`src/rtl/core/fnv1a_verdict_cache_assert.svh`:
```
// Assertion helpers for the verdict cache. Both sample on clk and stay off during rst.
`ifndef FNV1A_VERDICT_CACHE_ASSERT_SVH
`define FNV1A_VERDICT_CACHE_ASSERT_SVH

// Same-cycle implication.
`define FVC_ASSERT_IMPLY(label, ante, cons, msg) \
  label: assert property (@(posedge clk) disable iff (rst) (ante) |-> (cons)) \
    else $error(msg);

// Next-cycle implication.
`define FVC_ASSERT_NEXT(label, ante, cons, msg) \
  label: assert property (@(posedge clk) disable iff (rst) (ante) |=> (cons)) \
    else $error(msg);

`endif

```
`src/rtl/core/fvc_pkg.sv`:
```
`timescale 1ns / 1ps

package fvc_pkg;

  localparam int TABLE_ENTRIES = 256;
  localparam int SLOT_W        = $clog2(TABLE_ENTRIES);
  localparam int OCC_W         = 9;
  localparam int LEN_W         = 16;
  localparam int IN_DATA_W     = 80;
  localparam int OUT_DATA_W    = 120;
  localparam int ENTRY_W       = 8 + 32 + 64;

  // queue depth must be a power of two so the pointers wrap on their own
  localparam int QUEUE_DEPTH   = 2;
  localparam int QPTR_W        = $clog2(QUEUE_DEPTH);
  localparam int QCNT_W        = $clog2(QUEUE_DEPTH + 1);

  localparam logic [63:0]      FNV_BASIS        = 64'hcbf2_9ce4_8422_2325;
  localparam logic [LEN_W-1:0] MIN_LENGTH_RESET = 16'd24;
  localparam logic [LEN_W-1:0] LEN_MAX          = 16'hffff;

  typedef enum logic [1:0] {
    CMD_DATA  = 2'd0,
    CMD_INVAL = 2'd1,
    CMD_FILL  = 2'd2,
    CMD_NONE  = 2'd3
  } cmd_t;

  typedef enum logic [2:0] {
    ST_SHORT      = 3'd0,
    ST_HIT        = 3'd1,
    ST_MISS       = 3'd2,
    ST_FILLED     = 3'd3,
    ST_INVAL      = 3'd4,
    ST_NO_MATCH   = 3'd5,
    ST_NO_PENDING = 3'd6
  } status_t;

  typedef enum logic [1:0] {
    OP_SHORT  = 2'd0,
    OP_LOOKUP = 2'd1,
    OP_INVAL  = 2'd2,
    OP_FILL   = 2'd3
  } op_kind_t;

  typedef enum logic {
    B_IDLE = 1'b0,
    B_EXEC = 1'b1
  } back_state_t;

  typedef struct packed {
    op_kind_t    kind;
    logic [63:0] hash;
    logic [7:0]  verdict;
  } op_t;

  typedef struct packed {
    logic full;
    logic empty;
  } q_stat_t;

  typedef struct packed {
    logic [7:0]  verdict;
    logic [31:0] runs;
    logic [63:0] hash;
  } entry_t;

  // one FNV-1a round; the prime 2^40 + 0x1b3 becomes shift-adds
  function automatic logic [63:0] fnv_step(logic [63:0] h, logic [7:0] b);
    logic [63:0] x;
    x = h ^ {56'd0, b};
    return (x << 40) + (x << 8) + (x << 7) + (x << 5) + (x << 4) + (x << 1) + x;
  endfunction

endpackage

```
`src/rtl/core/fvc_queue.sv`:
```
`timescale 1ns / 1ps

module fvc_queue (
  input  logic             clk,
  input  logic             rst,
  input  logic             push,
  input  fvc_pkg::op_t     push_op,
  input  logic             pop,
  output fvc_pkg::op_t     head_op,
  output fvc_pkg::q_stat_t stat
);

  fvc_pkg::op_t               slots [fvc_pkg::QUEUE_DEPTH];
  logic [fvc_pkg::QPTR_W-1:0] wr_ptr;
  logic [fvc_pkg::QPTR_W-1:0] rd_ptr;
  logic [fvc_pkg::QCNT_W-1:0] count;

  assign head_op    = slots[rd_ptr];
  assign stat.full  = (count == fvc_pkg::QCNT_W'(fvc_pkg::QUEUE_DEPTH));
  assign stat.empty = (count == '0);

  always_ff @(posedge clk) begin
    if (push) begin
      slots[wr_ptr] <= push_op;
    end
  end

  always_ff @(posedge clk) begin
    if (rst) begin
      wr_ptr <= '0;
      rd_ptr <= '0;
      count  <= '0;
    end else begin
      if (push) begin
        wr_ptr <= wr_ptr + 1'b1;
      end
      if (pop) begin
        rd_ptr <= rd_ptr + 1'b1;
      end
      if (push && !pop) begin
        count <= count + 1'b1;
      end else if (pop && !push) begin
        count <= count - 1'b1;
      end
    end
  end

endmodule

```
`config.mk`:
```
export PLATFORM = sky130hd
export DESIGN_NAME = fvc_queue
export DESIGN_NICKNAME = d
export VERILOG_FILES = /design/src/rtl/core/fnv1a_verdict_cache_assert.svh /design/src/rtl/core/fvc_pkg.sv /design/src/rtl/core/fvc_queue.sv
export SDC_FILE = /design/constraint.sdc
export NUM_CORES = 1
export LEC_CHECK = 0
export ABC_AREA = 1
export BUFFER_PORTS_ARGS = -buffer_cell sky130_fd_sc_hd__buf_4
export CELL_PAD_IN_SITES_DETAIL_PLACEMENT = 1
export CELL_PAD_IN_SITES_GLOBAL_PLACEMENT = 1
export CORE_MARGIN = 2
export CORE_UTILIZATION = 25
export CTS_BUF_LIST = sky130_fd_sc_hd__clkbuf_2 sky130_fd_sc_hd__clkbuf_4 sky130_fd_sc_hd__clkbuf_8
export CTS_CLUSTER_DIAMETER = 100
export CTS_CLUSTER_SIZE = 20
export DETAILED_ROUTE_END_ITERATION = 12
export HOLD_SLACK_MARGIN = 0.05
export PLACE_DENSITY_LB_ADDON = 0.1
export SYNTH_ARGS = -nofsm -noshare
export SYNTH_HDL_FRONTEND = slang
export SYNTH_SLANG_ARGS = --single-unit
```
`constraint.sdc`:
```
create_clock -name clk -period 4.9 [get_ports clk]
set_input_delay 0.735 -clock clk [delete_from_list [all_inputs] [get_ports clk]]
set_output_delay 0.735 -clock clk [all_outputs]
set_load 0.01 [all_outputs]
```
==> results.toml <==
[logic_synthesis]
synth-compound-area-share = 0.00172
yosysTopAreaCell = "edfxtp_1"
synth.avg_cell_area_sq_um = 22.1
synth_nets = 342
synthDominantCellAreaShare = 0.765
syn_area_sq_mm = 0.00581
ys_types = 16
syn_inst = 263
synth_area_leaders = "edfxtp_1 (76%), mux2_4 (15%), mux2_2 (2.7%)"
synth_seq_area_share = 0.782
synthAdderAreaFrac = 0.00215
muxShareOfSynthArea = 0.182
synth_top_family_by_area = "multiplexers"
synth-xor-area-share = 0.00151
synth-seq-cells = 153
yosys.area_share.simple = 0.0105
yosys_warnings = 0

[finish]
final_cell_mix = "buf_4 (156), edfxtp_1 (148), mux2_4 (60)"
fin_util = 0.339
area_growth_pct = 32.5
nFillCells = 2323
layoutNonFillerInstCount = 729
layout.nets = 510
fin_area_sq_mm = 0.00770
drive_gt1_frac = 0.595
antenna_cells = 0
final_common_cell = "buf_4"

[sta]
max_freq_ghz = 0.344
clock_skew_ps = 7.75
tightest_slew_ps = 1050
period_needed_ps = 2900
finalCritPeriodShare = 0.593
setup_tns_ps = 0
finalSetupViolCount = 0
rsz0062_at_grt = "false"
hold_viol = 0
slew_viol_final = 0
slew_headroom = 0.298

[setup_path]
end_kind = "output pin"
worstPathMaxFanout = 38
crit_arrival_ps = 2170
cp-start-kind = "register"
crit_type = "reg2out"
cp.required_ps = 4160

[clock_tree]
cts_max_level = 4
tritoncts = "built"
numCtsBuffers = 17
cts-root-buf = "clkbuf_8"
path_clk_slew_ps = 90
clockBufferDepth = 2
clock-sinks = 153
cts_setup_buffers = 0
insertion_delay_ps = 440
cts_resized = 0
hold_buffers = 0

[power]
p_leak_nw = 2.98
peakVddDrop_uv = 137
pwr_density_cell_mw_per_mm2 = 379

[drt]
post_drt_via_cell_ratio = 3.96
drcViolationCount = 0
wl_um = 12100
first_pass_iters = 2
num_vias = 2890
drt_iter0_drc = 163
wire_per_inst_um = 16.6
ant_nets = 0

[placed_design]
hpwlAfterDp_um = 8050
placement.io_buffers = 153
place_congestion = 0.644
post_dp_cell_area_sq_mm = 0.00729
place_inst = 697

[die]
start_util = 0.256
die_area_sq_mm = 0.0245
die_y_um = 156
num_rows = 55
core_area_sq_mm = 0.0227
die_w_um = 156
io_pins = 154

[global_route]
grtUsageTotal = 0.104
grt_remaining_overflow = 0
grt_start_max_net_pins = 39
grt_pass1_wl_um = 18400
first_global_vias = 3274
antenna_found_initial = 1

[outcome]
status = "finished clean"

[worst_hold_path]
hold_class = "in2reg"

[flow_run]
drv_cap = 0
[per-layer routing]
layer / share of wire / track usage / wire, um / vias to the layer above
li1: - / - / - / 1353
met1: 0.43 / 0.120 / 5260 / 1433
met2: 0.48 / 0.170 / 5880 / 95
met3: 0.069 / 0.0443 / 839 / 7
met4: 0.011 / 0.0419 / 137 / 2
met5: 0.00082 / 0 / 10 / -
[state kept, by name (all words and copies together), names as in the netlist, named ones only]
register,count
count,2
slots,148
wr_ptr,1
rd_ptr,1
[through the flow]
step	power, mW	worst slack [ps]	hold slack (ps)
6_report	2.92	2000	477
5_1_grt	3.06	1810	424
4_1_cts	2.99	1860	428
3_5_place_dp	1.97	2280	500
3_3_place_gp	1.96	2300	500
2_1_floorplan	1.77	515	480
[final timing paths]
kind / startpoint / to / slack (ps) / depth (start not counted)
min: push_op[24] / slots[0][24]$_DFFE_PP_ / 480 / 1
min reg2reg: rd_ptr$_SDFFE_PP0P_ / register / 530 / 2
max: register / head_op[58] / 2000 / 3
max reg2reg: wr_ptr$_SDFFE_PP0P_ / slots[1][26]$_DFFE_PP_ / 2880 / 3
[where the power goes]
| part | switching, mW | total (mW) | leakage, nW | internal (mW) |
|---|---|---|---|---|
| logic | 0.159 | 0.378 | 1.35 | 0.220 |
| clock network | 0.482 | 0.996 | 0.206 | 0.513 |
| registers | 0.0343 | 1.55 | 1.43 | 1.51 |
| total | 0.675 | 2.92 | 2.98 | 2.25 |
[area by class of cell]
cell class,count,area [sq um],area share
clock buffers,18,241,0.0314
multi-input cells,93,1160,0.150
flip-flops and latches,153,4550,0.590
well taps,285,357,0.0463
clock inverters,14,171,0.0223
repair buffers,157,1190,0.155
inverters,9,35.0,0.00455
[cell families (layout without fill, tap and decap cells)]
group	count (synthesis)	after routing
flip-flops	153	153
AO/OA/AOI/OAI	2	2
XOR/XNOR	1	1
multiplexers	74	74
buffers and inverters	17	198
AND/OR/NAND/NOR	15	15
adder cells (fa/ha/maj)	1	1
[critical path, cell delays in order (launching register included)]
cell and delay [ps]:
dfxtp_4 810, buf_12 360, mux2_2 380, buf_4 140
[cell usage after synthesis]
cell type	count
nand2_1	5
nor3_1	1
nand4_1	1
dfxtp_1	5
inv_1	9
mux2_4	60
edfxtp_1	148
o21ai_0	1
nand3_1	1
ha_1	1
mux2_2	14
buf_6	7
nor2_1	7
a21oi_1	1
xnor2_1	1
buf_2	1
Power figures use the tool's default switching activity.
