--- src/rtl/core/fnv1a_verdict_cache_assert.svh ---
// Assertion helpers for the verdict cache. Both sample on clk and stay off during rst.
`ifndef FNV1A_VERDICT_CACHE_ASSERT_SVH
`define FNV1A_VERDICT_CACHE_ASSERT_SVH

// Same-cycle implication.
`define FVC_ASSERT_IMPLY(label, ante, cons, msg) \
  label: assert property (@(posedge clk) disable iff (rst) (ante) |-> (cons)) \
    else $error(msg);

// Next-cycle implication.
`define FVC_ASSERT_NEXT(label, ante, cons, msg) \
  label: assert property (@(posedge clk) disable iff (rst) (ante) |=> (cons)) \
    else $error(msg);

`endif

--- src/rtl/core/fvc_pkg.sv ---
`timescale 1ns / 1ps

package fvc_pkg;

  localparam int TABLE_ENTRIES = 256;
  localparam int SLOT_W        = $clog2(TABLE_ENTRIES);
  localparam int OCC_W         = 9;
  localparam int LEN_W         = 16;
  localparam int IN_DATA_W     = 80;
  localparam int OUT_DATA_W    = 120;
  localparam int ENTRY_W       = 8 + 32 + 64;

  // queue depth must be a power of two so the pointers wrap on their own
  localparam int QUEUE_DEPTH   = 2;
  localparam int QPTR_W        = $clog2(QUEUE_DEPTH);
  localparam int QCNT_W        = $clog2(QUEUE_DEPTH + 1);

  localparam logic [63:0]      FNV_BASIS        = 64'hcbf2_9ce4_8422_2325;
  localparam logic [LEN_W-1:0] MIN_LENGTH_RESET = 16'd24;
  localparam logic [LEN_W-1:0] LEN_MAX          = 16'hffff;

  typedef enum logic [1:0] {
    CMD_DATA  = 2'd0,
    CMD_INVAL = 2'd1,
    CMD_FILL  = 2'd2,
    CMD_NONE  = 2'd3
  } cmd_t;

  typedef enum logic [2:0] {
    ST_SHORT      = 3'd0,
    ST_HIT        = 3'd1,
    ST_MISS       = 3'd2,
    ST_FILLED     = 3'd3,
    ST_INVAL      = 3'd4,
    ST_NO_MATCH   = 3'd5,
    ST_NO_PENDING = 3'd6
  } status_t;

  typedef enum logic [1:0] {
    OP_SHORT  = 2'd0,
    OP_LOOKUP = 2'd1,
    OP_INVAL  = 2'd2,
    OP_FILL   = 2'd3
  } op_kind_t;

  typedef enum logic {
    B_IDLE = 1'b0,
    B_EXEC = 1'b1
  } back_state_t;

  typedef struct packed {
    op_kind_t    kind;
    logic [63:0] hash;
    logic [7:0]  verdict;
  } op_t;

  typedef struct packed {
    logic full;
    logic empty;
  } q_stat_t;

  typedef struct packed {
    logic [7:0]  verdict;
    logic [31:0] runs;
    logic [63:0] hash;
  } entry_t;

  // one FNV-1a round; the prime 2^40 + 0x1b3 becomes shift-adds
  function automatic logic [63:0] fnv_step(logic [63:0] h, logic [7:0] b);
    logic [63:0] x;
    x = h ^ {56'd0, b};
    return (x << 40) + (x << 8) + (x << 7) + (x << 5) + (x << 4) + (x << 1) + x;
  endfunction

endpackage

--- src/rtl/core/fvc_front.sv ---
`timescale 1ns / 1ps

module fvc_front (
  input  logic                          clk,
  input  logic                          rst,
  input  logic                          s_tvalid,
  output logic                          s_tready,
  input  logic [fvc_pkg::IN_DATA_W-1:0] s_tdata,
  input  logic [1:0]                    s_tuser,
  input  logic                          s_tlast,
  input  logic [fvc_pkg::LEN_W-1:0]     min_length,
  input  fvc_pkg::q_stat_t              q_stat,
  output logic                          q_push,
  output fvc_pkg::op_t                  q_op
);

  logic [63:0]               running_hash;
  logic [fvc_pkg::LEN_W-1:0] byte_count;
  logic [63:0]               hash_next;
  logic [fvc_pkg::LEN_W-1:0] count_next;
  logic                      accept;
  fvc_pkg::cmd_t             cmd;

  assign cmd        = fvc_pkg::cmd_t'(s_tuser);
  assign s_tready   = !q_stat.full;
  assign accept     = s_tvalid && s_tready;
  assign hash_next  = fvc_pkg::fnv_step(running_hash, s_tdata[7:0]);
  assign count_next = (byte_count == fvc_pkg::LEN_MAX) ? byte_count : byte_count + 16'd1;

  always_comb begin
    q_push       = 1'b0;
    q_op.kind    = fvc_pkg::OP_SHORT;
    q_op.hash    = hash_next;
    q_op.verdict = s_tdata[79:72];
    unique case (cmd)
      fvc_pkg::CMD_DATA: begin
        q_push    = accept && s_tlast;
        q_op.kind = (count_next < min_length) ? fvc_pkg::OP_SHORT : fvc_pkg::OP_LOOKUP;
      end
      fvc_pkg::CMD_INVAL: begin
        q_push    = accept;
        q_op.kind = fvc_pkg::OP_INVAL;
        q_op.hash = s_tdata[71:8];
      end
      fvc_pkg::CMD_FILL: begin
        q_push    = accept;
        q_op.kind = fvc_pkg::OP_FILL;
      end
      fvc_pkg::CMD_NONE: begin
        q_push = 1'b0;
      end
      default: begin
        q_push = 1'b0;
      end
    endcase
  end

  always_ff @(posedge clk) begin
    if (rst) begin
      running_hash <= fvc_pkg::FNV_BASIS;
      byte_count   <= '0;
    end else if (accept && cmd == fvc_pkg::CMD_DATA) begin
      if (s_tlast) begin
        running_hash <= fvc_pkg::FNV_BASIS;
        byte_count   <= '0;
      end else begin
        running_hash <= hash_next;
        byte_count   <= count_next;
      end
    end
  end

endmodule

--- config.mk ---
export PLATFORM = sky130hd
export DESIGN_NAME = fvc_front
export DESIGN_NICKNAME = d
export VERILOG_FILES = /design/src/rtl/core/fnv1a_verdict_cache_assert.svh /design/src/rtl/core/fvc_pkg.sv /design/src/rtl/core/fvc_front.sv
export SDC_FILE = /design/constraint.sdc
export NUM_CORES = 1
export LEC_CHECK = 0
export BUFFER_PORTS_ARGS = -buffer_cell sky130_fd_sc_hd__clkbuf_2
export CORE_MARGIN = 4
export CORE_UTILIZATION = 45
export DETAILED_ROUTE_END_ITERATION = 10
export GPL_TIMING_DRIVEN = 0
export PLACE_DENSITY = 0.68
export SYNTH_ARGS = -nofsm -noshare
export SYNTH_HDL_FRONTEND = slang
export SYNTH_SLANG_ARGS = --single-unit
--- constraint.sdc ---
create_clock -name clk -period 6.89 [get_ports clk]
set_clock_uncertainty 0.15 [all_clocks]
set_input_delay 0 -clock clk [delete_from_list [all_inputs] [get_ports clk]]
set_output_delay 0 -clock clk [all_outputs]
set_load 0.02 [all_outputs]
==> summary.md <==
| Metric | Value |
|---|---|
| Total Die Area | `35600 um2` |
| Yosys top cell area share | `33.4%` |
| Rows | `65` |
| CTS buffer count | `9` |
| CP peak stage delay | `0.57 ns` |
| Inst Count DP | `2299` |
| Routed WL | `42.4 mm` |
| Worst-path cell chain | `xor2_4 > inv_1 > fa_1 > inv_1 > fa_1 > fa_1 > ha_1 > ha_1 > a21oi_1 > o21a_1 > o22ai_1 > a211o_2 > a31oi_1 > o41a_4 > o21a_1 > a21oi_1 > xor2_1 > mux2_2 > clkbuf_2` |
| Max FO, Critical Path | `6` |
| Commonest register cell after synthesis | `dfxtp_1` |
| Post-synth EDFFs | `0` |
| Total track usage | `24.2%` |
| Post-synth top cells | `inv_1 (417), fa_1 (245), ha_1 (128)` |
| Core area | `31900 um2` |
| Fraction of layout cells with a size suffix above 1 | `13.8%` |
| Drt via density | `5.24` |
| Ports | `180` |
| Number of diodes | `0` |
| Clock root cell | `clkbuf_16` |
| Tmin final | `6.63 ns` |
| Normalized max-slew margin | `16.9%` |
| Most frequent cell after synthesis | `inv_1` |
| Drt first pass iters | `8` |
| Yosys reg bits | `80` |
| Most area-hungry cell type in the Yosys netlist | `fa_1` |
| Via count | `12100` |
| Max-slew violation count | `0` |
| Hpwl dp | `36.4 mm` |
| Max-cap viol count | `0` |
| Fin util | `51.8%` |
| Avg Inst Size Synth | `8.66 um2` |
| WS Path Type | `reg -> out` |
| Seq/Total Area, Yosys | `10.9%` |
| Sinks on Clock Net | `80` |
| Final Hold Fails | `0` |
| Initial core utilization | `46.0%` |
| Peak Freq | `0.151 GHz` |
| Die Span X | `189 um` |
| Sequential Area | `1600 um2` |
| Routed length per instance | `18.3 um` |
| Fillcell total | `3025` |
| Fin crit share | `96.2%` |
| # setup viols final | `0` |
| ANT nets after route | `0` |
| DRC viols | `0` |
| CTS tree | `built` |
| Nets | `2354` |
| Largest net degree at the start of global routing | `18` |
| Crit end category | `output port` |
| Multi-input gate area | `11400 um2` |
| Worst Hold Class | `in -> reg` |
| WP data required | `6.74 ns` |
| Synthesized Nets | `2170` |
| Vias in the first global route | `12700` |
| Unrepaired setup endpoints after global routing | `false` |
| Overflow after GRT | `0` |
| Synth top area cells | `fa_1 (33%), dfxtp_1 (11%), ha_1 (11%)` |
| Initial antenna violation count | `0` |
| PortBufs | `170` |
| Data arrival, critical path | `6.48 ns` |
| First-pass GRT wire length | `68.2 mm` |
| Crit-path slowest cell | `fa_1` |
| Layout Area Growth over Synthesis | `12.6%` |
| Post-Route Setup TNS | `0 ns` |
| Synth Instances | `1693` |
| Starting DRT DRC Count | `615` |
| Post-synth cell types | `72` |
| Asr flop ratio synth | `0%` |
| Clock latency at the later pin of the worst-skew pair | `0.36 ns` |
| Least-Margin Pin Slew | `1.25 ns` |
| H-tree levels | `3` |
| Final RePlAce weighted congestion | `0.928` |
| Synth Cell Area | `14700 um2` |
| Final Non-Filler Cells | `2317` |
| CTS clk-pin slew, worst paths | `0.08 ns` |
| Crit path top cell by count | `fa_1` |
| Outcome | `finished, final reports clean` |
| Setup crit start kind | `flop` |
| Synth warn | `0` |
| CTS max path bufs | `2` |
| DIE HEIGHT | `189 um` |
## final cells by class
cell class | instances | share of cell area [%]
inverter | 417 | 9.48
clock inverter | 7 | 0.409
clock buffer | 9 | 1.36
sequential | 80 | 9.70
timing repair buffer | 173 | 5.34
multi-input combinational | 1136 | 68.8
buffer | 60 | 1.61
tap | 435 | 3.29
## through the flow
step	setup WS (ns)	hold WS (ns)	instance area (um2)
CTS	0.0542	0.0358	16400
floorplan	1.40	-0.0560	14700
global route	0.00944	0.0774	16500
detailed placement	0.0422	0.0764	16100
global placement	0.0406	0.0765	16100
finish	0.265	0.0511	16500
## path summary, 6_finish.rpt
kind,start,cells past startpoint,endpoint,slack [ns]
hold / removal,s_tlast,4,byte_count[0],0.05
setup / recovery,running_hash[4],19,q_op[58],0.26
setup reg to reg,running_hash[0],22,running_hash[55],0.67
hold reg to reg,running_hash[50],1,running_hash[50],0.33
## layout by cell type (no fill, tap or decap), types with 36 or more instances in the layout
cell type	instances
clkbuf_1	39
ha_1	128
clkbuf_2	170
a21oi_1	72
o21ai_0	81
xnor2_1	57
nor2_1	73
nand2_1	105
dfxtp_1	80
inv_1	417
a22oi_1	36
fa_1	245
## per-layer routing
layer  vias up  part of all wire [%]  GRT usage (%)
met2       388                    49           41.8
li1       5724                     -              -
met4         0                   3.1           6.42
met5         -                     0              0
met1      5951                    42           31.6
met3        69                   6.7           4.39
## critical path: cells and delay by family (launching register included)
kind            cells  cell delay, ns
compound gates      8            1.81
xor+xnor            2            0.95
fa+ha+maj           5            2.24
buf+inv             3            0.40
flops               1            0.45
mux                 1            0.26
## sequential cells by signal, indices dropped and copies added (netlist names)
name,count
running_hash,64
byte_count,16
## kinds of logic after synthesis
kind of cell / Yosys count / share of synthesized area [%]
AND/OR/NAND/NOR: 310 / 10.3
flip-flops: 80 / 10.9
AO/OA/AOI/OAI: 347 / 15.4
adder cells (fa/ha/maj): 373 / 44.4
multiplexers: 13 / 0.998
buffers and inverters: 477 / 12.5
XOR/XNOR: 93 / 5.55
## what timing repair did
action,CTS,global route
buffers inserted,0,0
endpoints found under the setup margin,13,12
gates cloned,0,0
gates resized for setup,6,9
endpoints found under the hold margin,1,0
hold buffers,2,0
Power is left out: the tool's default activity adds up to more than one toggle a clock period on the data nets, which glitch-free logic cannot reach.
